**config.mk**
```make
export PLATFORM = sky130hd
export DESIGN_NAME = touch_sample_average_and_map
export DESIGN_NICKNAME = d
export VERILOG_FILES = /design/src/tsam_pkg.sv /design/src/tsam_div.sv /design/src/tsam_core.sv /design/src/touch_sample_average_and_map.sv
export SDC_FILE = /design/constraint.sdc
export NUM_CORES = 1
export LEC_CHECK = 0
export ABC_AREA = 1
export BUFFER_PORTS_ARGS = -buffer_cell sky130_fd_sc_hd__clkbuf_2
export CORE_MARGIN = 4
export CORE_UTILIZATION = 25
export CTS_BUF_LIST = sky130_fd_sc_hd__clkbuf_16
export DETAILED_ROUTE_END_ITERATION = 6
export GPL_TIMING_DRIVEN = 0
export PLACE_DENSITY = 0.42
export SYNTH_ARGS = -nofsm -noshare
export SYNTH_HDL_FRONTEND = slang
export SYNTH_SLANG_ARGS = --single-unit
```
**constraint.sdc**
```tcl
create_clock -name clock -period 10.09 [get_ports clock]
set_input_delay 2.018 -clock clock [delete_from_list [all_inputs] [get_ports clock]]
set_output_delay 2.018 -clock clock [all_outputs]
set_load 0.02 [all_outputs]
```
**src/tsam_pkg.sv**
```systemverilog
`timescale 1ns / 1ps

package tsam_pkg;

   localparam int CODE_W     = 13;
   localparam int SUM_W      = 16;
   localparam int CNT_W      = 4;
   localparam int PIX_W      = 8;
   localparam int DIM_W      = 9;
   localparam int CODE_SHIFT = 3;
   localparam int CSR_IDX_W  = 3;

   // Shared divider: the widest dividend is a 13-bit offset times a 9-bit scale.
   localparam int DIVIDEND_W = CODE_W + DIM_W;
   localparam int DIVISOR_W  = CODE_W;
   localparam int DIV_STEPS  = DIVIDEND_W;
   localparam int STEP_W     = $clog2(DIV_STEPS);

   localparam logic [CNT_W-1:0]  MAX_AVG        = 4'd8;
   localparam logic [CNT_W-1:0]  DEFAULT_AVG    = 4'd6;
   localparam logic [CODE_W-1:0] RAW_CALIB_MIN  = 13'd300;
   localparam logic [CODE_W-1:0] RAW_CALIB_MAX  = 13'd3800;
   localparam logic [DIM_W-1:0]  DEFAULT_WIDTH  = 9'd160;
   localparam logic [DIM_W-1:0]  DEFAULT_HEIGHT = 9'd128;

   typedef enum logic [CSR_IDX_W-1:0] {
      CSR_RAW_X_MIN     = 3'd0,
      CSR_RAW_X_MAX     = 3'd1,
      CSR_RAW_Y_MIN     = 3'd2,
      CSR_RAW_Y_MAX     = 3'd3,
      CSR_SCREEN_WIDTH  = 3'd4,
      CSR_SCREEN_HEIGHT = 3'd5,
      CSR_AVG_COUNT     = 3'd6
   } csr_index_type;

   typedef enum logic [1:0] {
      EV_NONE    = 2'd0,
      EV_PRESS   = 2'd1,
      EV_MOVE    = 2'd2,
      EV_RELEASE = 2'd3
   } touch_event_type;

   typedef enum logic [2:0] {
      ST_IDLE,
      ST_AVG_X,
      ST_AVG_Y,
      ST_MAP_X,
      ST_MAP_Y
   } seq_state_type;

   typedef struct packed {
      logic [CODE_W-1:0] raw_x_min;
      logic [CODE_W-1:0] raw_x_max;
      logic [CODE_W-1:0] raw_y_min;
      logic [CODE_W-1:0] raw_y_max;
      logic [DIM_W-1:0]  screen_width;
      logic [DIM_W-1:0]  screen_height;
      logic [CNT_W-1:0]  avg_count;
   } cfg_type;

   typedef struct packed {
      logic                  start;
      logic [DIVIDEND_W-1:0] dividend;
      logic [DIVISOR_W-1:0]  divisor;
   } div_req_type;

   typedef struct packed {
      logic                  done;
      logic [DIVIDEND_W-1:0] quotient;
   } div_rsp_type;

endpackage

```
**src/tsam_div.sv**
```systemverilog
`timescale 1ns / 1ps

module tsam_div (
   input  logic                  clock,
   input  logic                  reset,
   input  tsam_pkg::div_req_type div_req,
   output tsam_pkg::div_rsp_type div_rsp
);
   import tsam_pkg::*;

   // Restoring division, one quotient bit per cycle, MSB first.
   logic                  busy_ff, busy_in;
   logic                  done_ff, done_in;
   logic [STEP_W-1:0]     step_ff, step_in;
   logic [DIVISOR_W-1:0]  rem_ff, rem_in;
   logic [DIVIDEND_W-1:0] quo_ff, quo_in;
   logic [DIVISOR_W-1:0]  dsr_ff, dsr_in;

   logic [DIVISOR_W:0] trial;
   logic [DIVISOR_W:0] diff;
   logic               fits;

   always_comb begin
      trial = {rem_ff, quo_ff[DIVIDEND_W-1]};
      diff  = trial - {1'b0, dsr_ff};
      fits  = (trial >= {1'b0, dsr_ff});

      busy_in = busy_ff;
      done_in = 1'b0;
      step_in = step_ff;
      rem_in  = rem_ff;
      quo_in  = quo_ff;
      dsr_in  = dsr_ff;

      if (div_req.start) begin
         busy_in = 1'b1;
         step_in = STEP_W'(DIV_STEPS - 1);
         rem_in  = '0;
         quo_in  = div_req.dividend;
         dsr_in  = div_req.divisor;
      end else if (busy_ff) begin
         rem_in = fits ? diff[DIVISOR_W-1:0] : trial[DIVISOR_W-1:0];
         quo_in = {quo_ff[DIVIDEND_W-2:0], fits};
         if (step_ff == '0) begin
            busy_in = 1'b0;
            done_in = 1'b1;
         end else begin
            step_in = step_ff - 1'b1;
         end
      end
   end

   always_ff @(posedge clock) begin
      if (reset) begin
         busy_ff <= 1'b0;
         done_ff <= 1'b0;
         step_ff <= '0;
      end else begin
         busy_ff <= busy_in;
         done_ff <= done_in;
         step_ff <= step_in;
      end
      rem_ff <= rem_in;
      quo_ff <= quo_in;
      dsr_ff <= dsr_in;
   end

   assign div_rsp.done     = done_ff;
   assign div_rsp.quotient = quo_ff;

endmodule

```
**src/tsam_core.sv**
```systemverilog
`timescale 1ns / 1ps

module tsam_core (
   input  logic                                  clock,
   input  logic                                  reset,
   input  tsam_pkg::cfg_type                     cfg,
   input  logic                                  req_valid,
   output logic                                  req_stall,
   input  logic                                  req_pen_down,
   input  logic [7:0]                            req_x_byte_hi,
   input  logic [7:0]                            req_x_byte_lo,
   input  logic [7:0]                            req_y_byte_hi,
   input  logic [7:0]                            req_y_byte_lo,
   output logic                                  rsp_valid,
   input  logic                                  rsp_stall,
   output logic [tsam_pkg::PIX_W-1:0]            rsp_point_x,
   output logic [tsam_pkg::PIX_W-1:0]            rsp_point_y,
   output logic                                  rsp_is_pressed,
   output logic [1:0]                            rsp_touch_event,
   output tsam_pkg::div_req_type                 div_req,
   input  tsam_pkg::div_rsp_type                 div_rsp
);
   import tsam_pkg::*;

   seq_state_type   state_ff, state_in;
   logic [SUM_W-1:0]  sum_x_ff, sum_x_in;
   logic [SUM_W-1:0]  sum_y_ff, sum_y_in;
   logic [CNT_W-1:0]  cnt_ff, cnt_in;
   logic [PIX_W-1:0]  last_x_ff, last_x_in;
   logic [PIX_W-1:0]  last_y_ff, last_y_in;
   logic              was_ff, was_in;
   logic [CODE_W-1:0] avg_x_ff, avg_x_in;

   logic                  start_ff, start_in;
   logic [DIVIDEND_W-1:0] dividend_ff, dividend_in;
   logic [DIVISOR_W-1:0]  divisor_ff, divisor_in;

   logic             rsp_valid_ff, rsp_valid_in;
   logic [PIX_W-1:0] rsp_x_ff, rsp_x_in;
   logic [PIX_W-1:0] rsp_y_ff, rsp_y_in;
   logic             rsp_pressed_ff, rsp_pressed_in;
   touch_event_type  rsp_event_ff, rsp_event_in;

   logic              req_xfer;
   logic [CODE_W-1:0] code_x, code_y;
   logic [SUM_W-1:0]  sum_x_add, sum_y_add;
   logic [CNT_W-1:0]  cnt_add;
   logic [CNT_W-1:0]  n_eff;
   logic              avg_full;
   logic [DIM_W-1:0]  top_w, top_h;
   div_req_type       map_x_req, map_y_req;

   // Largest pixel index for a screen dimension; a zero dimension acts as one.
   function automatic logic [DIM_W-1:0] top_of(input logic [DIM_W-1:0] dim);
      return (dim == '0) ? '0 : dim - 1'b1;
   endfunction

   // Clamps v into the window and forms the division that maps it.
   // An empty window divides zero by one, so the result is the top edge.
   function automatic div_req_type map_op(input logic [CODE_W-1:0] v,
                                          input logic [CODE_W-1:0] lo,
                                          input logic [CODE_W-1:0] hi,
                                          input logic [DIM_W-1:0]  top);
      div_req_type       op;
      logic [CODE_W-1:0] vc;
      logic [CODE_W-1:0] offset;
      op.start = 1'b1;
      if (hi <= lo) begin
         op.dividend = '0;
         op.divisor  = DIVISOR_W'(1);
      end else begin
         vc          = (v < lo) ? lo : ((v > hi) ? hi : v);
         offset      = vc - lo;
         op.dividend = DIVIDEND_W'(offset) * DIVIDEND_W'(top);
         op.divisor  = hi - lo;
      end
      return op;
   endfunction

   function automatic logic [PIX_W-1:0] finish(input logic [DIM_W-1:0]      top,
                                               input logic [DIVIDEND_W-1:0] q);
      logic [DIM_W-1:0] r;
      r = top - q[DIM_W-1:0];
      return r[DIM_W-1] ? {PIX_W{1'b1}} : r[PIX_W-1:0];
   endfunction

   assign req_stall = (state_ff != ST_IDLE) || (rsp_valid_ff && rsp_stall);
   assign req_xfer  = req_valid && !req_stall;

   assign code_x    = CODE_W'({req_x_byte_hi, req_x_byte_lo} >> CODE_SHIFT);
   assign code_y    = CODE_W'({req_y_byte_hi, req_y_byte_lo} >> CODE_SHIFT);
   assign sum_x_add = sum_x_ff + SUM_W'(code_x);
   assign sum_y_add = sum_y_ff + SUM_W'(code_y);
   assign cnt_add   = cnt_ff + 1'b1;
   assign n_eff     = (cfg.avg_count == '0) ? CNT_W'(1) :
                      ((cfg.avg_count > MAX_AVG) ? MAX_AVG : cfg.avg_count);
   assign avg_full  = (cnt_add >= n_eff);
   assign top_w     = top_of(cfg.screen_width);
   assign top_h     = top_of(cfg.screen_height);

   // Screen x comes from the raw y average, screen y from the raw x average.
   assign map_y_req = map_op(div_rsp.quotient[CODE_W-1:0], cfg.raw_y_min, cfg.raw_y_max,
                             top_w);
   assign map_x_req = map_op(avg_x_ff, cfg.raw_x_min, cfg.raw_x_max, top_h);

   // Next state.
   always_comb begin
      state_in = state_ff;
      case (state_ff)
         ST_IDLE: begin
            if (req_xfer && req_pen_down && avg_full) begin
               state_in = ST_AVG_X;
            end
         end
         ST_AVG_X: begin
            if (div_rsp.done) begin
               state_in = ST_AVG_Y;
            end
         end
         ST_AVG_Y: begin
            if (div_rsp.done) begin
               state_in = ST_MAP_X;
            end
         end
         ST_MAP_X: begin
            if (div_rsp.done) begin
               state_in = ST_MAP_Y;
            end
         end
         ST_MAP_Y: begin
            if (div_rsp.done) begin
               state_in = ST_IDLE;
            end
         end
         default: state_in = ST_IDLE;
      endcase
   end

   // Datapath and outputs.
   always_comb begin
      sum_x_in       = sum_x_ff;
      sum_y_in       = sum_y_ff;
      cnt_in         = cnt_ff;
      last_x_in      = last_x_ff;
      last_y_in      = last_y_ff;
      was_in         = was_ff;
      avg_x_in       = avg_x_ff;
      start_in       = 1'b0;
      dividend_in    = dividend_ff;
      divisor_in     = divisor_ff;
      rsp_valid_in   = rsp_valid_ff && rsp_stall;
      rsp_x_in       = rsp_x_ff;
      rsp_y_in       = rsp_y_ff;
      rsp_pressed_in = rsp_pressed_ff;
      rsp_event_in   = rsp_event_ff;

      case (state_ff)
         ST_IDLE: begin
            if (req_xfer) begin
               if (!req_pen_down) begin
                  sum_x_in       = '0;
                  sum_y_in       = '0;
                  cnt_in         = '0;
                  was_in         = 1'b0;
                  rsp_valid_in   = 1'b1;
                  rsp_x_in       = last_x_ff;
                  rsp_y_in       = last_y_ff;
                  rsp_pressed_in = 1'b0;
                  rsp_event_in   = was_ff ? EV_RELEASE : EV_NONE;
               end else begin
                  sum_x_in = sum_x_add;
                  sum_y_in = sum_y_add;
                  cnt_in   = cnt_add;
                  if (avg_full) begin
                     start_in    = 1'b1;
                     dividend_in = DIVIDEND_W'(sum_x_add);
                     divisor_in  = DIVISOR_W'(cnt_add);
                  end
               end
            end
         end
         ST_AVG_X: begin
            if (div_rsp.done) begin
               avg_x_in    = div_rsp.quotient[CODE_W-1:0];
               start_in    = 1'b1;
               dividend_in = DIVIDEND_W'(sum_y_ff);
               divisor_in  = DIVISOR_W'(cnt_ff);
            end
         end
         ST_AVG_Y: begin
            if (div_rsp.done) begin
               start_in    = map_y_req.start;
               dividend_in = map_y_req.dividend;
               divisor_in  = map_y_req.divisor;
            end
         end
         ST_MAP_X: begin
            if (div_rsp.done) begin
               last_x_in   = finish(top_w, div_rsp.quotient);
               start_in    = map_x_req.start;
               dividend_in = map_x_req.dividend;
               divisor_in  = map_x_req.divisor;
            end
         end
         ST_MAP_Y: begin
            if (div_rsp.done) begin
               last_y_in      = finish(top_h, div_rsp.quotient);
               sum_x_in       = '0;
               sum_y_in       = '0;
               cnt_in         = '0;
               was_in         = 1'b1;
               rsp_valid_in   = 1'b1;
               rsp_x_in       = last_x_ff;
               rsp_y_in       = finish(top_h, div_rsp.quotient);
               rsp_pressed_in = 1'b1;
               rsp_event_in   = was_ff ? EV_MOVE : EV_PRESS;
            end
         end
         default: begin
            start_in = 1'b0;
         end
      endcase
   end

   always_ff @(posedge clock) begin
      if (reset) begin
         state_ff     <= ST_IDLE;
         sum_x_ff     <= '0;
         sum_y_ff     <= '0;
         cnt_ff       <= '0;
         last_x_ff    <= '0;
         last_y_ff    <= '0;
         was_ff       <= 1'b0;
         start_ff     <= 1'b0;
         rsp_valid_ff <= 1'b0;
      end else begin
         state_ff     <= state_in;
         sum_x_ff     <= sum_x_in;
         sum_y_ff     <= sum_y_in;
         cnt_ff       <= cnt_in;
         last_x_ff    <= last_x_in;
         last_y_ff    <= last_y_in;
         was_ff       <= was_in;
         start_ff     <= start_in;
         rsp_valid_ff <= rsp_valid_in;
      end
      avg_x_ff       <= avg_x_in;
      dividend_ff    <= dividend_in;
      divisor_ff     <= divisor_in;
      rsp_x_ff       <= rsp_x_in;
      rsp_y_ff       <= rsp_y_in;
      rsp_pressed_ff <= rsp_pressed_in;
      rsp_event_ff   <= rsp_event_in;
   end

   assign div_req.start    = start_ff;
   assign div_req.dividend = dividend_ff;
   assign div_req.divisor  = divisor_ff;

   assign rsp_valid       = rsp_valid_ff;
   assign rsp_point_x     = rsp_x_ff;
   assign rsp_point_y     = rsp_y_ff;
   assign rsp_is_pressed  = rsp_pressed_ff;
   assign rsp_touch_event = rsp_event_ff;

endmodule

```
**src/touch_sample_average_and_map.sv**
```systemverilog
// Channel   Direction  Handshake           Payload
// req       in         req_valid/req_stall pen_down, x_byte_hi/lo, y_byte_hi/lo
// rsp       out        rsp_valid/rsp_stall point_x, point_y, is_pressed, touch_event
// csr       in         csr_write_en        csr_index, csr_wdata (write only)
//
// A pen-up transfer gives its result in the next cycle; one that only adds to the
// running sums frees the input at once. One that completes an average gives its
// result after four divisions (two averages, two mappings) of 22 quotient steps
// each, with req_stall held high.
// Reset is synchronous and active high; it restores the calibration defaults.
// A finished result waits in the output register while rsp_stall is high and stalls req.
`timescale 1ns / 1ps

module touch_sample_average_and_map (
   input  logic                               clock,
   input  logic                               reset,
   input  logic                               req_valid,
   output logic                               req_stall,
   input  logic                               req_pen_down,
   input  logic [7:0]                         req_x_byte_hi,
   input  logic [7:0]                         req_x_byte_lo,
   input  logic [7:0]                         req_y_byte_hi,
   input  logic [7:0]                         req_y_byte_lo,
   output logic                               rsp_valid,
   input  logic                               rsp_stall,
   output logic [7:0]                         rsp_point_x,
   output logic [7:0]                         rsp_point_y,
   output logic                               rsp_is_pressed,
   output logic [1:0]                         rsp_touch_event,
   input  logic                               csr_write_en,
   input  logic [tsam_pkg::CSR_IDX_W-1:0]     csr_index,
   input  logic [tsam_pkg::CODE_W-1:0]        csr_wdata
);
   import tsam_pkg::*;

   // Calibration registers. Each write keeps the low bits that the register
   // holds; an index past the last register is ignored.
   cfg_type     cfg_ff, cfg_in;
   div_req_type div_req;
   div_rsp_type div_rsp;

   always_comb begin
      cfg_in = cfg_ff;
      if (csr_write_en) begin
         case (csr_index_type'(csr_index))
            CSR_RAW_X_MIN:     cfg_in.raw_x_min     = csr_wdata;
            CSR_RAW_X_MAX:     cfg_in.raw_x_max     = csr_wdata;
            CSR_RAW_Y_MIN:     cfg_in.raw_y_min     = csr_wdata;
            CSR_RAW_Y_MAX:     cfg_in.raw_y_max     = csr_wdata;
            CSR_SCREEN_WIDTH:  cfg_in.screen_width  = csr_wdata[DIM_W-1:0];
            CSR_SCREEN_HEIGHT: cfg_in.screen_height = csr_wdata[DIM_W-1:0];
            CSR_AVG_COUNT:     cfg_in.avg_count     = csr_wdata[CNT_W-1:0];
            default:           cfg_in = cfg_ff;
         endcase
      end
   end

   always_ff @(posedge clock) begin
      if (reset) begin
         cfg_ff.raw_x_min     <= RAW_CALIB_MIN;
         cfg_ff.raw_x_max     <= RAW_CALIB_MAX;
         cfg_ff.raw_y_min     <= RAW_CALIB_MIN;
         cfg_ff.raw_y_max     <= RAW_CALIB_MAX;
         cfg_ff.screen_width  <= DEFAULT_WIDTH;
         cfg_ff.screen_height <= DEFAULT_HEIGHT;
         cfg_ff.avg_count     <= DEFAULT_AVG;
      end else begin
         cfg_ff <= cfg_in;
      end
   end

   // The sequencer owns the sample sums, the event state and the output
   // register, and issues every division to the one shared divider.
   tsam_core u_core (
      .clock           (clock),
      .reset           (reset),
      .cfg             (cfg_ff),
      .req_valid       (req_valid),
      .req_stall       (req_stall),
      .req_pen_down    (req_pen_down),
      .req_x_byte_hi   (req_x_byte_hi),
      .req_x_byte_lo   (req_x_byte_lo),
      .req_y_byte_hi   (req_y_byte_hi),
      .req_y_byte_lo   (req_y_byte_lo),
      .rsp_valid       (rsp_valid),
      .rsp_stall       (rsp_stall),
      .rsp_point_x     (rsp_point_x),
      .rsp_point_y     (rsp_point_y),
      .rsp_is_pressed  (rsp_is_pressed),
      .rsp_touch_event (rsp_touch_event),
      .div_req         (div_req),
      .div_rsp         (div_rsp)
   );

   tsam_div u_div (
      .clock   (clock),
      .reset   (reset),
      .div_req (div_req),
      .div_rsp (div_rsp)
   );

endmodule

```
== Yosys cells after proc, flatten, opt, wreduce, memory -nomap -nowiden ==
Index checks and enable logic that the tools add are counted.
W data, S select, Z words.

* Output and inout port bits: 21
* Bits of input ports: 54
* Latch bits: 0
* Memories kept: 0
* Register bits after elaboration: 254
* Bits in read-only memories: 0
* Bits in writable memories: 0

* $add $sub $neg: 13
* Multipliers: 2
* $lt $le $gt $ge: 9
* Shift operators: 0
* Eq/ne operators: 20
* Reductions and logical operators: 35
* Multiplexer cells: 80
* Div/mod/pow operators: 0
* Bitwise operators: 2

{| class="wikitable"
|+ Operators with widths
! kind !! count
|-
| $mux W22 || 8
|-
| $mux W13 || 11
|-
| $pmux W22 S4 || 1
|-
| $mux W16 || 5
|-
| $mux W35 || 2
|-
| $sub A13 B13 Y13 || 5
|-
| $mux W8 || 8
|-
| $pmux W16 S2 || 2
|-
| $pmux W13 S4 || 1
|-
| $mul A13 B9 Y22 || 2
|-
| $add A16 B13 Y16 || 2
|-
| $pmux W8 S2 || 2
|-
| $gt A13 B13 Y1 || 2
|-
| $le A13 B13 Y1 || 2
|-
| $lt A13 B13 Y1 || 2
|-
| $reduce_and A2 Y1 || 12
|-
| $mux W4 || 5
|-
| $logic_not A9 Y1 || 2
|-
| $mux W9 || 2
|-
| $sub A9 B1 Y9 const B || 2
|-
| $sub A9 B9 Y9 || 2
|-
| $mux W3 || 5
|-
| $mux W5 || 3
|-
| $pmux W3 S5 || 1
|-
| other kinds (31) || 72
|}

== Logic depth before layout (Yosys ltp) ==
Gate-level depths: netlist of run 1.

* Word-level depth: 8
* Mapped depth: 43
* Mapped depth without buffers: 42

== Hierarchy ==
A second synthesis of run 1 with hierarchy kept.

* Cells, all modules: 3505
* Area, all modules: 25319.3 um^2

{| class="wikitable"
|+ Modules (own cells, without submodules)
! module !! seq. area each (um^2) !! times used !! area an instance (um^2) !! cells an instance
|-
| tsam_core || 3173.0 || 1 || 19273.5 || 2692
|-
| tsam_div || 1451.4 || 1 || 3091.7 || 408
|-
| touch_sample_average_and_map || 1481.4 || 1 || 2954.1 || 405
|}

== Worst setup path after synthesis of run 1 ==
OpenSTA, ideal clock, no wires.

* Kind: register to register
* From: register u_div.quo_ff[12]
* To: register u_core.dividend_ff[21], data pin
* Path slack: 3.261 ns
* Required time: 9.834 ns
* Buffers on the path: 1
* Period minus slack after synthesis: 6.829 ns
* Data arrival time: 6.573 ns
* Cell stages (with the launch flop): 39
* Library setup time: 0.256 ns
* Cell sequence: edfxtp_1 ha_1 nand2_1 nor2_1 inv_1 nor2_1 nand2_1 nand2_1 nand2_2 clkbuf_2 nand2_1 o21ai_0 mux2i_1 ha_1 inv_1 fa_1 nand3_1 nand2_1 [3 not listed] xnor2_1 inv_1 nor2_1 fa_1 fa_1 fa_1 inv_1 fa_1 inv_1 ha_1 inv_1 o21bai_1 a21boi_0 nor2_1 nor3_1 nand4_1 nand3_1 nand2_1

* Longest elaborated chain between the ends: 8
* Elaborated cells between the ends (all ways): 9
* Classes of those cells: 1 x add/sub; 1 x mul; 2 x order compare; 5 x mux

{| class="wikitable"
|+ RTL lines
! what !! RTL line !! RTL
|-
| from (decl) || tsam_div.sv:16 || <nowiki>logic [DIVIDEND_W-1:0] quo_ff, quo_in;</nowiki>
|-
| from (signal assigned) || tsam_div.sv:64 || <nowiki>quo_ff <= quo_in;</nowiki>
|-
| $gt A13 B13 Y1 || tsam_core.sv:72 || <nowiki>vc = (v < lo) ? lo : ((v > hi) ? hi : v);</nowiki>
|-
| $mux W13 || tsam_core.sv:72 ||
|-
| $mux W13 * || tsam_core.sv:72 ||
|-
| $sub A13 B13 Y13 * || tsam_core.sv:73 || <nowiki>offset = vc - lo;</nowiki>
|-
| $mul A13 B9 Y22 * || tsam_core.sv:74 || <nowiki>op.dividend = DIVIDEND_W'(offset) * DIVIDEND_W'(top);</nowiki>
|-
| $mux W35 * || tsam_core.sv:68 || <nowiki>if (hi <= lo) begin</nowiki>
|-
| $mux W22 * || tsam_core.sv:191 || <nowiki>if (div_rsp.done) begin</nowiki>
|-
| $pmux W22 S4 * || tsam_core.sv:157 || <nowiki>case (state_ff)</nowiki>
|-
| named net u_core.dividend_in[21] || tsam_core.sv:35 || <nowiki>logic [DIVIDEND_W-1:0] dividend_ff, dividend_in;</nowiki>
|-
| to (signal assigned) || tsam_core.sv:248 || <nowiki>dividend_ff <= dividend_in;</nowiki>
|-
| to (decl) || tsam_core.sv:35 ||
|}

Mark *: on every way through the listed nets, which the timed path passes. The rest lies on a longest branch. The select of a mux whose other input is x is not followed.
A chain may end at the register's enable or synchronous reset.

== Worst setup path in the final report of run 1 ==
* From: register u_core.avg_x_ff[12]
* To: register u_core.dividend_ff[21], data pin

* Longest elaborated chain between the ends: 8
* Elaborated cells between the ends (all ways): 9
* Classes of those cells: 1 x add/sub; 1 x mul; 2 x order compare; 5 x mux

{| class="wikitable"
|+ RTL lines
! what !! RTL line !! RTL
|-
| from (decl) || tsam_core.sv:32 || <nowiki>logic [CODE_W-1:0] avg_x_ff, avg_x_in;</nowiki>
|-
| from (signal assigned) || tsam_core.sv:247 || <nowiki>avg_x_ff <= avg_x_in;</nowiki>
|-
| $gt A13 B13 Y1 || tsam_core.sv:72 ||
|-
| $mux W13 || tsam_core.sv:72 ||
|-
| $mux W13 * || tsam_core.sv:72 ||
|-
| $sub A13 B13 Y13 * || tsam_core.sv:73 ||
|-
| $mul A13 B9 Y22 * || tsam_core.sv:74 ||
|-
| $mux W35 * || tsam_core.sv:68 ||
|-
| $mux W22 * || tsam_core.sv:198 || <nowiki>if (div_rsp.done) begin</nowiki>
|-
| $pmux W22 S4 * || tsam_core.sv:157 ||
|-
| named net u_core.dividend_in[21] || tsam_core.sv:35 ||
|}

Marked as above.

==> report_table.html, run 1 <==
<table>
<tr><th>Metric</th><th>Value</th></tr>
<tr><th colspan="2">Floorplan</th></tr>
<tr><td>Floorplan die height</td><td>321.5 µm</td></tr>
<tr><td>Core footprint</td><td>97,140 µm²</td></tr>
<tr><td>DIE AREA</td><td>103,400 µm²</td></tr>
<tr><td>Count of standard-cell rows</td><td>114</td></tr>
<tr><td>Overall die width</td><td>321.5 µm</td></tr>
<tr><td>Initial cell density of the core</td><td>0.2530</td></tr>
<tr><td>Number of primary I/O pins</td><td>75</td></tr>
<tr><th colspan="2">STA</th></tr>
<tr><td>Number of max-slew violations in the final report</td><td>0</td></tr>
<tr><td>Period Utilization, post-route</td><td>0.8554</td></tr>
<tr><td>Total setup violations reported at the end of the flow</td><td>0</td></tr>
<tr><td>Setup repair after global routing missed its margin</td><td>false</td></tr>
<tr><td>Highest Clock Rate</td><td>115.9 MHz</td></tr>
<tr><td>Setup ws final</td><td>1459 ps</td></tr>
<tr><td>Slew @ Worst Pin</td><td>1073 ps</td></tr>
<tr><td>Max-Slew Margin vs Limit</td><td>0.2830</td></tr>
<tr><td>Final Hold Vio Count</td><td>0</td></tr>
<tr><td>Final TNS setup</td><td>0 ps</td></tr>
<tr><td>Setup Skew</td><td>19.06 ps</td></tr>
<tr><td>Time the worst path needs with I/O delays and setup</td><td>8631 ps</td></tr>
<tr><th colspan="2">Clock tree</th></tr>
<tr><td>Clock root buffer master</td><td>sky130_fd_sc_hd__clkbuf_16</td></tr>
<tr><td>TritonCTS clock tree</td><td>yes</td></tr>
<tr><td>Post-CTS resize count</td><td>0</td></tr>
<tr><td>Quantity of hold-fixing buffers added after cts</td><td>0</td></tr>
<tr><td>H-tree Lvls</td><td>2</td></tr>
<tr><td>Number of buffers created by CTS</td><td>34</td></tr>
<tr><td>Clock latency on the worst-skew pair</td><td>550 ps</td></tr>
<tr><td>Largest buffer count on any clock path</td><td>3</td></tr>
<tr><td>Clock transition at the registers of the reported paths</td><td>60 ps</td></tr>
<tr><td>Clock sink total</td><td>254</td></tr>
<tr><td>Setup Fix Bufs, Post-CTS</td><td>0</td></tr>
<tr><th colspan="2">Cells and area</th></tr>
<tr><td>Area added between synthesis and finish</td><td>12.04%</td></tr>
<tr><td>Fraction of final layout cells sized beyond drive strength 1</td><td>0.06864</td></tr>
<tr><td>Total Nets Final</td><td>3,850</td></tr>
<tr><td>Post-layout utilization of the core</td><td>0.2834</td></tr>
<tr><td>Filler cell count</td><td>10,670</td></tr>
<tr><th colspan="2">Global route</th></tr>
<tr><td>Initial antenna violation count</td><td>1</td></tr>
<tr><td>Largest net degree at the start of global routing</td><td>36</td></tr>
<tr><td>Vias in the first global route</td><td>21,530</td></tr>
<tr><td>Global-route wire length before repair</td><td>132,700 µm</td></tr>
<tr><td>Gr usage total</td><td>0.1674</td></tr>
<tr><td>Residual overflow from global routing</td><td>0</td></tr>
<tr><th colspan="2">Hold path</th></tr>
<tr><td>HP Class</td><td>reg -&gt; reg</td></tr>
<tr><td>Hold Path Depth</td><td>0</td></tr>
<tr><td>Hold_sp</td><td>u_core.divisor_ff[12]$_DFFE_PP_</td></tr>
<tr><th colspan="2">Synth</th></tr>
<tr><td>Share of synthesized area occupied by flip-flops and latches</td><td>0.2485</td></tr>
<tr><td>Number of distinct standard cells referenced by the synthesized netlist</td><td>58</td></tr>
<tr><td>Seq cells post-synth</td><td>254</td></tr>
<tr><td>Total number of yosys warnings</td><td>0</td></tr>
<tr><td>Post-synth EDFFs</td><td>102</td></tr>
<tr><td>Ranking of synthesized cells by area</td><td>sky130_fd_sc_hd__fa_1 13%, sky130_fd_sc_hd__ha_1 13%, sky130_fd_sc_hd__edfxtp_1 12%</td></tr>
<tr><td>Post-Syn Nets</td><td>3,746</td></tr>
<tr><td>Commonest register cell after synthesis</td><td>sky130_fd_sc_hd__dfxtp_1</td></tr>
<tr><td>Cell taking the most area after synthesis</td><td>sky130_fd_sc_hd__fa_1</td></tr>
<tr><td>Cell area after synthesis</td><td>24,570 µm²</td></tr>
<tr><td>Portion of synthesized cell area occupied by the leading cell type</td><td>0.1344</td></tr>
<tr><td>Post-synthesis cell count</td><td>3,279</td></tr>
<tr><td>Synth cell count leaders</td><td>706 x sky130_fd_sc_hd__nand2_1, 519 x sky130_fd_sc_hd__inv_1, 318 x sky130_fd_sc_hd__nor2_1</td></tr>
<tr><td>Syn Area/Cell</td><td>7.495 µm²</td></tr>
<tr><td>Share of synthesized registers carrying an async set or reset</td><td>0</td></tr>
<tr><td>Most instantiated library cell after synthesis</td><td>sky130_fd_sc_hd__nand2_1</td></tr>
<tr><th colspan="2">Route</th></tr>
<tr><td>Final antenna-violating net count</td><td>0</td></tr>
<tr><td>Vias</td><td>21,560</td></tr>
<tr><td>Routed length per placed instance</td><td>18.53 µm</td></tr>
<tr><td>Drt first pass iters</td><td>5</td></tr>
<tr><td>Total DRC errors in the routed layout</td><td>0</td></tr>
<tr><td>First DRT Iteration DRCs</td><td>1,224</td></tr>
<tr><td>Total wirelength of the detailed-routed design</td><td>86,820 µm</td></tr>
<tr><td>Via density per instance</td><td>4.600</td></tr>
<tr><th colspan="2">Worst setup path</th></tr>
<tr><td>Worst setup SP type</td><td>flop</td></tr>
<tr><td>Timing startpoint of the critical path</td><td>u_core.avg_x_ff[12]$_DFFE_PP_</td></tr>
<tr><td>Critical path arrival</td><td>8890 ps</td></tr>
<tr><td>Slowest library cell on the worst path</td><td>sky130_fd_sc_hd__xnor2_1</td></tr>
<tr><td>Worst reg2reg path depth</td><td>36</td></tr>
<tr><td>Cell repeated most along the worst path</td><td>sky130_fd_sc_hd__nand2_1</td></tr>
<tr><td>Launching point of the worst reg2reg path</td><td>u_core.avg_x_ff[12]$_DFFE_PP_</td></tr>
<tr><td>Setup Crit Path Kind</td><td>reg -&gt; reg</td></tr>
<tr><td>Maximum fanout along the worst path</td><td>10</td></tr>
<tr><td>Maximum cell stage delay along the critical path</td><td>780 ps</td></tr>
<tr><td>Required time worst endpoint</td><td>10,350 ps</td></tr>
<tr><td>Critical path capture point type</td><td>flop</td></tr>
<tr><th colspan="2">Job</th></tr>
<tr><td>Max-capacitance violation count</td><td>0</td></tr>
<tr><th colspan="2">Placed design</th></tr>
<tr><td>Number of port buffers</td><td>67</td></tr>
<tr><td>Pre-CTS WS</td><td>1578 ps</td></tr>
<tr><td>DP HPWL</td><td>71,840 µm</td></tr>
<tr><td>Final weighted congestion of routability-driven global placement</td><td>0.8577</td></tr>
<tr><th colspan="2">Power</th></tr>
<tr><td>Pwr per Cell Area</td><td>351.9 nW/µm²</td></tr>
<tr><td>Leakage power of the design</td><td>13.23 nW</td></tr>
<tr><td>IR drop worst, VDD</td><td>0.0003361 V</td></tr>
<tr><th colspan="2">Run status</th></tr>
<tr><td>Outcome</td><td>completed</td></tr>
</table>
-- layer usage --
layer	up-vias	GRT usage	wire length, µm
met5	-	0	0
met4	0	0.03278	1569
met3	76	0.01935	3437
met2	415	0.2684	38480
met1	10230	0.2437	43340
li1	10840	-	-
-- worst paths after layout --
kind	to	slack (ps)
max reg2reg	u_core.dividend_ff[21]$_DFFE_PP_	1460
min reg2reg	u_div.dsr_ff[12]$_DFFE_PP_	420
min	u_div.dsr_ff[12]$_DFFE_PP_	420
max	u_core.dividend_ff[21]$_DFFE_PP_	1460
-- registers in the layout (all words and copies together) (netlist names), 13 cells and up --
| signal | flops |
|---|---|
| cfg_ff | 74 |
| u_div.dsr_ff | 13 |
| u_core.dividend_ff | 22 |
| u_core.sum_y_ff | 16 |
| u_div.quo_ff | 22 |
| u_core.avg_x_ff | 13 |
| u_core.sum_x_ff | 16 |
| u_core.divisor_ff | 13 |
| u_div.rem_ff | 13 |
-- worst max-delay path: cells and delay by family (launching register included) --
family	cells	cell delay [ps]
AOI/OAI and AO/OA	5	1240
xor gates and xnor gates	1	780
adders and majority gates	8	3170
buffers and inverters	6	780
DFF	1	480
muxes	1	100
and+or+nand+nor	15	1790
-- cells in the final DEF (no fill, tap or decap), types with 5 or more instances in the layout --
cell,instances
sky130_fd_sc_hd__a21boi_0,5
sky130_fd_sc_hd__a21o_1,14
sky130_fd_sc_hd__a21oi_1,249
sky130_fd_sc_hd__a31oi_1,22
sky130_fd_sc_hd__buf_2,15
sky130_fd_sc_hd__buf_4,10
sky130_fd_sc_hd__buf_6,8
sky130_fd_sc_hd__clkbuf_1,39
sky130_fd_sc_hd__clkbuf_16,34
sky130_fd_sc_hd__clkbuf_2,68
sky130_fd_sc_hd__clkinv_1,10
sky130_fd_sc_hd__dfxtp_1,152
sky130_fd_sc_hd__edfxtp_1,102
sky130_fd_sc_hd__fa_1,165
sky130_fd_sc_hd__ha_1,248
sky130_fd_sc_hd__inv_1,531
sky130_fd_sc_hd__inv_2,13
sky130_fd_sc_hd__nand2_1,706
sky130_fd_sc_hd__nand2_2,8
sky130_fd_sc_hd__nand3_1,177
sky130_fd_sc_hd__nand3_2,5
sky130_fd_sc_hd__nand3b_1,7
sky130_fd_sc_hd__nand4_1,44
sky130_fd_sc_hd__nor2_1,318
sky130_fd_sc_hd__nor2_2,12
sky130_fd_sc_hd__nor2_4,5
sky130_fd_sc_hd__nor3_1,32
sky130_fd_sc_hd__o211ai_1,20
sky130_fd_sc_hd__o21a_1,9
sky130_fd_sc_hd__o21ai_0,171
sky130_fd_sc_hd__o21ai_1,18
sky130_fd_sc_hd__o21bai_1,22
sky130_fd_sc_hd__o22ai_1,7
sky130_fd_sc_hd__or2_2,31
sky130_fd_sc_hd__xnor2_1,21
sky130_fd_sc_hd__xor2_1,64
-- metrics by stage --
step                area, µm²  hold slack, ps  instances  power, mW
floorplan               24570           400.3       3279      6.520
global placement        26510           401.1       4622      8.698
detailed placement      26520           404.5       4623      8.641
CTS                     27530           415.4       4685      9.891
global route            27530           423.8       4685      10.92
finish                  27530           415.9       4686      9.689
-- logic make-up (layout without fill, tap and decap cells) --
logic type | count (synthesis) | in the layout | share of synthesized area
buf+inv | 608 | 738 | 0.09760
flops | 254 | 254 | 0.2485
compound gates | 551 | 551 | 0.1233
other cells | 0 | 1 | 0
xor+xnor | 87 | 87 | 0.03162
fa+ha+maj | 413 | 413 | 0.2607
simple gates | 1364 | 1364 | 0.2375
mux | 2 | 2 | 0.0008147
-- area by class of cell --
class	instances	area, µm²	share of cell area
multi-input combinational	2417	16070	0.5837
sequential	254	6106	0.2218
inverter	533	2001	0.07267
tap	1276	1597	0.05799
clock buffer	34	850.8	0.03090
buffer	75	397.9	0.01445
timing repair buffer	68	346.6	0.01259
clock inverter	28	161.4	0.005862
antenna	1	2.502	0.00009089
-- where the power goes --
group | switching [mW] | internal [mW]
registers | 0.0269 | 1.10
logic | 4.80 | 2.60
clock network | 0.515 | 0.641
total | 5.35 | 4.34
Power figures use the tool's default switching activity.
==> inputs of run 2 (changes only) <==
--- a/config.mk
+++ b/config.mk
@@ -6,13 +6,13 @@
 export NUM_CORES = 1
 export LEC_CHECK = 0
 export ABC_AREA = 1
-export BUFFER_PORTS_ARGS = -buffer_cell sky130_fd_sc_hd__clkbuf_2
 export CORE_MARGIN = 4
 export CORE_UTILIZATION = 25
 export CTS_BUF_LIST = sky130_fd_sc_hd__clkbuf_16
 export DETAILED_ROUTE_END_ITERATION = 6
+export DONT_BUFFER_PORTS = 1
 export GPL_TIMING_DRIVEN = 0
-export PLACE_DENSITY = 0.42
+export PLACE_DENSITY = 0.41
 export SYNTH_ARGS = -nofsm -noshare
 export SYNTH_HDL_FRONTEND = slang
 export SYNTH_SLANG_ARGS = --single-unit
==> constraint.sdc (replaced) <==
create_clock -name clock -period 10.4 [get_ports clock]
set_input_delay 2.08 -clock clock [delete_from_list [all_inputs] [get_ports clock]]
set_output_delay 2.08 -clock clock [all_outputs]
set_load 0.02 [all_outputs]
==> report_table.html, run 2 (synthesized netlist as in run 1, its figures left out) <==
<table>
<tr><th>Metric</th><th>Value</th></tr>
<tr><th colspan="2">Run status</th></tr>
<tr><td>Outcome</td><td>completed</td></tr>
<tr><th colspan="2">Power</th></tr>
<tr><td>Pwr per Cell Area</td><td>344.3 nW/µm² (-2.2%)</td></tr>
<tr><td>IR drop worst, VDD</td><td>0.0002770 V (-18%)</td></tr>
<tr><td>Leakage power of the design</td><td>12.95 nW (-2.1%)</td></tr>
<tr><th colspan="2">Clock tree</th></tr>
<tr><td>TritonCTS clock tree</td><td>yes</td></tr>
<tr><td>Clock sink total</td><td>254 (unchanged)</td></tr>
<tr><td>Post-CTS resize count</td><td>0 (unchanged)</td></tr>
<tr><td>Number of buffers created by CTS</td><td>34 (unchanged)</td></tr>
<tr><td>Quantity of hold-fixing buffers added after cts</td><td>0 (unchanged)</td></tr>
<tr><td>H-tree Lvls</td><td>2 (unchanged)</td></tr>
<tr><td>Clock root buffer master</td><td>sky130_fd_sc_hd__clkbuf_16</td></tr>
<tr><td>Clock latency on the worst-skew pair</td><td>570 ps (+20 ps)</td></tr>
<tr><td>Clock transition at the registers of the reported paths</td><td>60 ps (about the same)</td></tr>
<tr><td>Setup Fix Bufs, Post-CTS</td><td>0 (unchanged)</td></tr>
<tr><td>Largest buffer count on any clock path</td><td>3 (unchanged)</td></tr>
<tr><th colspan="2">Worst setup path</th></tr>
<tr><td>Critical Path End</td><td>u_core.dividend_ff[13]$_DFFE_PP_</td></tr>
<tr><td>Maximum cell stage delay along the critical path</td><td>700 ps (-80 ps)</td></tr>
<tr><td>CP Depth</td><td>39 (+8.3%)</td></tr>
<tr><td>Required time worst endpoint</td><td>10,670 ps (+320 ps)</td></tr>
<tr><td>Critical path capture point type</td><td>flop</td></tr>
<tr><td>Slowest library cell on the worst path</td><td>sky130_fd_sc_hd__edfxtp_1</td></tr>
<tr><td>Buf/Inv on CP</td><td>6 (unchanged)</td></tr>
<tr><td>Worst reg2reg path depth</td><td>39 (+8.3%)</td></tr>
<tr><td>Timing startpoint of the critical path</td><td>u_div.quo_ff[8]$_DFFE_PP_</td></tr>
<tr><td>Launching point of the worst reg2reg path</td><td>u_div.quo_ff[8]$_DFFE_PP_</td></tr>
<tr><td>Critical path arrival</td><td>8900 ps (about the same)</td></tr>
<tr><td>Worst setup SP type</td><td>flop</td></tr>
<tr><td>R2R Setup Slk</td><td>1770 ps (+310 ps)</td></tr>
<tr><td>Cell repeated most along the worst path</td><td>sky130_fd_sc_hd__nand2_1</td></tr>
<tr><td>Maximum fanout along the worst path</td><td>10 (unchanged)</td></tr>
<tr><td>Setup Crit Path Kind</td><td>reg -&gt; reg</td></tr>
<tr><td>Dominant delay contributor by cell family on the critical path</td><td>adder cells</td></tr>
<tr><td>Reg-to-Reg End</td><td>u_core.dividend_ff[13]$_DFFE_PP_</td></tr>
<tr><th colspan="2">Floorplan</th></tr>
<tr><td>Initial cell density of the core</td><td>0.2530 (unchanged)</td></tr>
<tr><td>Overall die width</td><td>321.5 µm (unchanged)</td></tr>
<tr><td>Count of standard-cell rows</td><td>114 (unchanged)</td></tr>
<tr><td>Number of primary I/O pins</td><td>75 (unchanged)</td></tr>
<tr><td>Core footprint</td><td>97,140 µm² (unchanged)</td></tr>
<tr><td>Floorplan die height</td><td>321.5 µm (unchanged)</td></tr>
<tr><td>DIE AREA</td><td>103,400 µm² (unchanged)</td></tr>
<tr><th colspan="2">Cells and area</th></tr>
<tr><td>Leading registers by flop count</td><td>cfg_ff (74), u_core.dividend_ff (22), u_div.quo_ff (22)</td></tr>
<tr><td>Area added between synthesis and finish</td><td>10.76%</td></tr>
<tr><td>Fraction of final layout cells sized beyond drive strength 1</td><td>0.05148 (-0.01716)</td></tr>
<tr><td>Most used cells in the layout excluding fill and tap cells</td><td>706 x sky130_fd_sc_hd__nand2_1, 528 x sky130_fd_sc_hd__inv_1, 317 x sky130_fd_sc_hd__nor2_1, 249 x sky130_fd_sc_hd__a21oi_1, 248 x sky130_fd_sc_hd__ha_1</td></tr>
<tr><td>Register with the most flip-flops</td><td>cfg_ff</td></tr>
<tr><td>Largest register FFs</td><td>74 (unchanged)</td></tr>
<tr><td>Most frequent standard cell in the layout excluding fill and tap cells</td><td>sky130_fd_sc_hd__nand2_1</td></tr>
<tr><td>Total Nets Final</td><td>3,782 (-1.8%)</td></tr>
<tr><td>Final cell area excluding filler cells</td><td>27,220 µm² (-1.1%)</td></tr>
<tr><td>Post-layout utilization of the core</td><td>0.2802 (-0.003220)</td></tr>
<tr><th colspan="2">STA</th></tr>
<tr><td>Number of max-slew violations in the final report</td><td>0 (unchanged)</td></tr>
<tr><td>Slew @ Worst Pin</td><td>1247 ps (+174.2 ps)</td></tr>
<tr><td>Final TNS setup</td><td>0 ps (unchanged)</td></tr>
<tr><td>Highest Clock Rate</td><td>115.8 MHz (about the same)</td></tr>
<tr><td>Time the worst path needs with I/O delays and setup</td><td>8632 ps (+1.560 ps)</td></tr>
<tr><td>Final Hold Vio Count</td><td>0 (unchanged)</td></tr>
<tr><td>Total setup violations reported at the end of the flow</td><td>0 (unchanged)</td></tr>
<tr><td>Setup repair after global routing missed its margin</td><td>false</td></tr>
<tr><td>Max-Slew Margin vs Limit</td><td>0.1667 (-0.1164)</td></tr>
<tr><td>Period Utilization, post-route</td><td>0.8300 (-0.02535)</td></tr>
<tr><td>Setup Skew</td><td>36.40 ps (+17.34 ps)</td></tr>
<tr><th colspan="2">Global route</th></tr>
<tr><td>Global-route wire length before repair</td><td>132,500 µm (-0.12%)</td></tr>
<tr><td>Initial antenna violation count</td><td>11 (+10)</td></tr>
<tr><td>Vias in the first global route</td><td>21,410 (-0.59%)</td></tr>
<tr><td>Gr usage total</td><td>0.1687 (+0.001246)</td></tr>
<tr><td>Residual overflow from global routing</td><td>0 (unchanged)</td></tr>
<tr><td>Largest net degree at the start of global routing</td><td>36 (unchanged)</td></tr>
<tr><th colspan="2">Route</th></tr>
<tr><td>Total wirelength of the detailed-routed design</td><td>87,240 µm (+0.47%)</td></tr>
<tr><td>Total DRC errors in the routed layout</td><td>0 (unchanged)</td></tr>
<tr><td>Via density per instance</td><td>4.616 (+0.34%)</td></tr>
<tr><td>Drt first pass iters</td><td>6 (+1)</td></tr>
<tr><td>Final antenna-violating net count</td><td>0 (unchanged)</td></tr>
<tr><td>Routed length per placed instance</td><td>18.88 µm (+1.9%)</td></tr>
<tr><td>First DRT Iteration DRCs</td><td>1,292 (+5.6%)</td></tr>
<tr><td>Vias</td><td>21,330 (-1.1%)</td></tr>
<tr><th colspan="2">Job</th></tr>
<tr><td>Max-capacitance violation count</td><td>0 (unchanged)</td></tr>
<tr><th colspan="2">Placed design</th></tr>
<tr><td>DP HPWL</td><td>72,100 µm (+0.36%)</td></tr>
<tr><td>Final weighted congestion of routability-driven global placement</td><td>0.8487 (-1.0%)</td></tr>
<tr><td>Number of port buffers</td><td>0 (-100%)</td></tr>
<tr><td>Placed instance area</td><td>26,170 µm² (-1.3%)</td></tr>
<tr><th colspan="2">Hold path</th></tr>
<tr><td>HP Class</td><td>reg -&gt; reg</td></tr>
</table>
## run 2: final cells by class
cell class | instances | area [µm²]
antenna | 3 | 7.507
tap | 1276 | 1597
sequential | 254 | 6106
clock inverter | 27 | 162.7
fill | 10770 | 69920
clock buffer | 35 | 875.8
multi-input combinational | 2417 | 16070
buffer | 75 | 397.9
inverter | 533 | 2001
## run 2: worst reg2reg max path: cells and delay by family, from the launching register on
kind | cells | cell delay [ps]
simple gates | 20 | 2390
buf+inv | 6 | 770
xor+xnor | 1 | 660
flops | 1 | 700
fa+ha+maj | 8 | 3250
compound gates | 3 | 440
mux | 1 | 100
## run 2: worst min path at each step
| stage | startpoint | endpoint | slack (ps) | depth (start not counted) |
|---|---|---|---|---|
| 5_1_grt | u_core.divisor_ff[10]$_DFFE_PP_ | u_div.dsr_ff[10]$_DFFE_PP_ | 420 | 0 |
| 4_1_cts | u_core.divisor_ff[10]$_DFFE_PP_ | u_div.dsr_ff[10]$_DFFE_PP_ | 420 | 0 |
| 3_5_place_dp | u_core.divisor_ff[5]$_DFFE_PP_ | u_div.dsr_ff[5]$_DFFE_PP_ | 410 | 0 |
| 6_report | u_core.divisor_ff[10]$_DFFE_PP_ | u_div.dsr_ff[10]$_DFFE_PP_ | 410 | 0 |
| 2_1_floorplan | u_core.divisor_ff[0]$_DFFE_PP_ | u_div.dsr_ff[0]$_DFFE_PP_ | 400 | 0 |
| 3_3_place_gp | u_core.divisor_ff[7]$_DFFE_PP_ | u_div.dsr_ff[7]$_DFFE_PP_ | 400 | 0 |
## run 2: power by group
part | switching [mW] | internal [mW]
clock network | 0.495 | 0.638
logic | 4.62 | 2.52
registers | 0.0360 | 1.07
total | 5.15 | 4.23
## run 2: metrics by stage
stage / cells / setup slack, ps / hold slack [ps] / total power, mW
after floorplan: 3279 / 3571 / 400.3 / 6.326
after global placement: 4555 / 1724 / 402.2 / 8.443
after detailed placement: 4555 / 1730 / 406.6 / 8.376
after CTS: 4617 / 1666 / 417.5 / 9.595
after global routing: 4617 / 1034 / 424.6 / 10.60
final: 4620 / 1768 / 414.8 / 9.372
## run 2: routing by layer
layer	up-vias	global-route usage	routed length, µm
met5	-	0	36
met4	4	0.03898	1877
met3	90	0.03161	4372
met2	390	0.2710	39010
met1	10140	0.2351	41940
li1	10700	-	-
